### src/lpra_ram.sv
// Generic single-write, single-read synchronous RAM with registered read data.
// No dependencies.
`default_nettype none
module lpra_ram #(
    parameter int WIDTH = 33,
    parameter int DEPTH = 64
) (
    input  wire logic                     clk,
    input  wire logic                     we,
    input  wire logic [$clog2(DEPTH)-1:0] waddr,
    input  wire logic [WIDTH-1:0]         wdata,
    input  wire logic                     re,
    input  wire logic [$clog2(DEPTH)-1:0] raddr,
    output logic      [WIDTH-1:0]         rdata
);
    logic [WIDTH-1:0] mem [DEPTH];

    always_ff @(posedge clk)
    begin
        if (we)
        begin
            mem[waddr] <= wdata;
        end
        if (re)
        begin
            rdata <= mem[raddr];
        end
    end
endmodule
`default_nettype wire

### config.mk
export PLATFORM = sky130hd
export DESIGN_NAME = lpra_ram
export DESIGN_NICKNAME = d
export VERILOG_FILES = /design/src/lpra_ram.sv
export SDC_FILE = /design/constraint.sdc
export NUM_CORES = 2
export LEC_CHECK = 0
export BUFFER_PORTS_ARGS = -buffer_cell sky130_fd_sc_hd__buf_2
export CORE_ASPECT_RATIO = 0.5
export CORE_MARGIN = 8
export CORE_UTILIZATION = 50
export CTS_CLUSTER_DIAMETER = 60
export DETAILED_ROUTE_END_ITERATION = 10
export HOLD_SLACK_MARGIN = 0.06
export PLACE_DENSITY = 0.66
export SETUP_SLACK_MARGIN = 0.15
export SYNTH_ARGS = -nofsm -noshare
export SYNTH_HDL_FRONTEND = slang
export SYNTH_SLANG_ARGS = --single-unit
### constraint.sdc
create_clock -name clk -period 4.2 [get_ports clk]
set_input_delay 0.84 -clock clk [delete_from_list [all_inputs] [get_ports clk]]
set_output_delay 0.84 -clock clk [all_outputs]
set_load 0.03 [all_outputs]
==> results.md <==
- Initial Util: 0.5052
- Achievable Freq: 316.3 MHz
- RSZ-0062 raised after global routing: no
- Area grow syn2layout: 12.51%
- Met3 Use GR: 0.04464
- Main combinational cell family by area after synthesis: multiplexers
- Final Skew: 24.76 ps
- Core area: 161400 µm²
- Vias per cell: 6.470
- Post-Synth Adder-Cell Area: 0
- CP endpoint kind: flop
- CTS tree: built
- Reg-to-reg slack, setup: 1840 ps
- Worst Setup Start Kind: input port
- Multiplexer share of the synthesized area: 0.1466
- Logic pwr share: 0.051
- Routability congestion estimate from global placement: 0.8132
- Max incr delay on CP: 790 ps
- Leak: 28.36 nW
- Outcome: finished clean
- Die width: 587.0 µm
- Routed WL per cell: 33.25 µm
- Max cap viols: 0
- Via count: 39900
- Mapped cell area: 81520 µm²
- Crit path to: rdata[32]$_DFFE_PP_
- Global-route wire length before repair: 291700 µm
- Total GRT Usage: 0.2293
- Crit path DAT: 3630 ps
- Clock power frac: 0.387
- Die height: 301.5 µm
- Drt first pass iters: 6
- Yosys cell types: 45
- DP Area: 86040 µm²
- CTS Buf Count: 182
- P_sw: 8.908 mW
- CP cell instances: buf_8 -> buf_4 -> mux4_2 -> mux2i_1 -> o21ai_0 -> o32ai_1 -> a211oi_1
- Final setup fails: 0
- Worst path slowest cell: a211oi_1
- Drc violations: 0
- Bufs on Longest Clock Path: 3
- Setup TNS Final: 0 ps
- Worst r2r src: mem[35][32]$_DFFE_PP_
- Worst Path Max Fanout: 64
- Ys Warns: 0
- Nets: 3895
- Reg2reg path depth: 5
- Routed WL: 205100 µm
- Peak VDD IR: 0.3552 mV
- Worst min path class: input port to flop
- Final number of hold-violating endpoints: 0
- Vias in the first global route: 40100
- Setup CP Type: input port to flop
- Net Sw Frac: 0.2104
- Synth Register Bits: 2145
- XOR/XNOR Fraction of Synth Area: 0
- Clk sinks: 2145
- Hpwl dp: 116100 µm
- Crit Reg-Reg Endpoint: rdata[32]$_DFFE_PP_
- Worst slew margin relative to its limit: 0.1596
- Share of layout cells above drive strength 1: 0.2703
- Post-CTS Resized: 0
- Grt peak-use layer: met2
- Internal cell power: 33.44 mW
- Synth Area in Compound Gates: 0.02598
- Clock period minus worst slack: 3162 ps
- Slew Limit Fails: 0
- Worst EP required: 4670 ps
- Initial antenna violation count: 7
- CTS Root Cell: clkbuf_16
- EDFF count, synth: 2145
- Global-route met1 utilization: 0.3310
- Post-CTS setup buffers: 0
- Sequential share of the synthesized area: 0.7901
- Largest net degree at the start of global routing: 65
- Synth Area in Simple Gates: 0.02264
- Starting DRT DRC Count: 5372
- Std-Cell Rows: 104
- Commonest cells after routing, fill and taps aside: edfxtp_1 (2145), mux4_2 (485), clkbuf_16 (190)
- Final Cell Area: 91720 µm²
- Port bufs: 80
- I/O pin cnt: 81
- Slew @ Worst Pin: 1261 ps
- Total gr overflow: 0
- Syn nets: 3646
- CTS Hold Buffers Added: 0
- Antenna viol nets, final: 0
- Worst setup startpoint: raddr[2]
- Die area: 177000 µm²
- Average size of a mapped cell: 22.66 µm²
- Power per Cell Area: 461.7 nW/µm²
- Routing usage on met2: 0.3650
- Ys async rst share: 0
- Tot Pwr: 42.35 mW
- Seq pwr share: 0.563
- Cell count after synthesis: 3598
- Most common cell after layout, fill and taps aside: edfxtp_1
- Top FF cell, synth: edfxtp_1
- Fin crit share: 0.7529
- CTS H-tree lvls: 4
- Clock transition at path regs: 70 ps
- Worst-Skew Late Latency: 800 ps
## kinds of logic (layout without fill, tap and decap cells)
| family | Yosys count | in the layout |
|---|---|---|
| and+or+nand+nor | 378 | 378 |
| buffers and inverters | 207 | 601 |
| other | 0 | 3 |
| AOI/OAI and AO/OA | 281 | 281 |
| muxes | 587 | 587 |
| DFF | 2145 | 2145 |
## final cells by class
type	instances	area, µm²
Clock buffer	231	4908
Inverter	3	11.26
Multi-Input combinational cell	1246	16440
Timing Repair Buffer	269	2455
Sequential cell	2145	64410
Clock inverter	98	764.5
Fill cell	11640	69640
Antenna cell	3	7.507
Tap cell	2173	2719
## power by group through the flow
stage | combinational [mW] | clock (mW) | sequential, mW
floorplan | 1.14 | 0 | 24.3
global placement | 2.11 | 0 | 24.3
detailed placement | 2.16 | 0 | 24.3
CTS | 2.16 | 16.5 | 23.8
global route | 2.26 | 17.4 | 23.8
finish | 2.15 | 16.4 | 23.8
## metal layers
metal	wire length (µm)	up-vias
met5	17	-
met4	4456	4
met3	20660	259
met2	97150	2209
met1	82790	21530
li1	-	15900
## synthesized netlist by cell type (all sizes together), types with 29 or more instances
library cell / instances / share of area
edfxtp: 2145 / 0.79
mux4: 485 / 0.13
buf: 122 / 0.011
nand2: 102 / 0.0047
mux2i: 96 / 0.012
nand3: 86 / 0.0053
clkbuf: 82 / 0.0038
a22oi: 77 / 0.0071
nor2: 71 / 0.0033
o22ai: 59 / 0.0045
o221ai: 46 / 0.0049
nand4: 41 / 0.0031
a211oi: 29 / 0.0033
## critical path, delay by kind of cell
family	cells	cell delay [ps]
compound gates	3	1390
buf+inv	2	910
mux	2	340
## through the flow
step           utilization  setup WS, ps  hold slack [ps]  std cells
4_1_cts             0.5684          1125            485.4       6165
6_report            0.5684          1038            522.6       6168
5_1_grt             0.5684          1078            511.3       6166
3_5_place_dp        0.5332         285.3            898.5       5836
2_1_floorplan            -         664.7            752.7       3598
3_3_place_gp        0.5332         303.8            889.5       5836
## sequential cells by signal (all words and copies together), names as in the netlist
register and count:
mem 2112, rdata 33
## how the worst min path moves through the flow
stage,from,to,depth (start not counted)
after global placement,mem[24][29]$_DFFE_PP_,rdata[29]$_DFFE_PP_,4
after floorplan,mem[6][18]$_DFFE_PP_,rdata[18]$_DFFE_PP_,5
after CTS,wdata[27],mem[42][27]$_DFFE_PP_,1
after detailed placement,mem[11][12]$_DFFE_PP_,rdata[12]$_DFFE_PP_,4
final,wdata[27],mem[37][27]$_DFFE_PP_,1
after global routing,wdata[27],mem[42][27]$_DFFE_PP_,1
No activity file was read; power rests on OpenSTA's default activity.
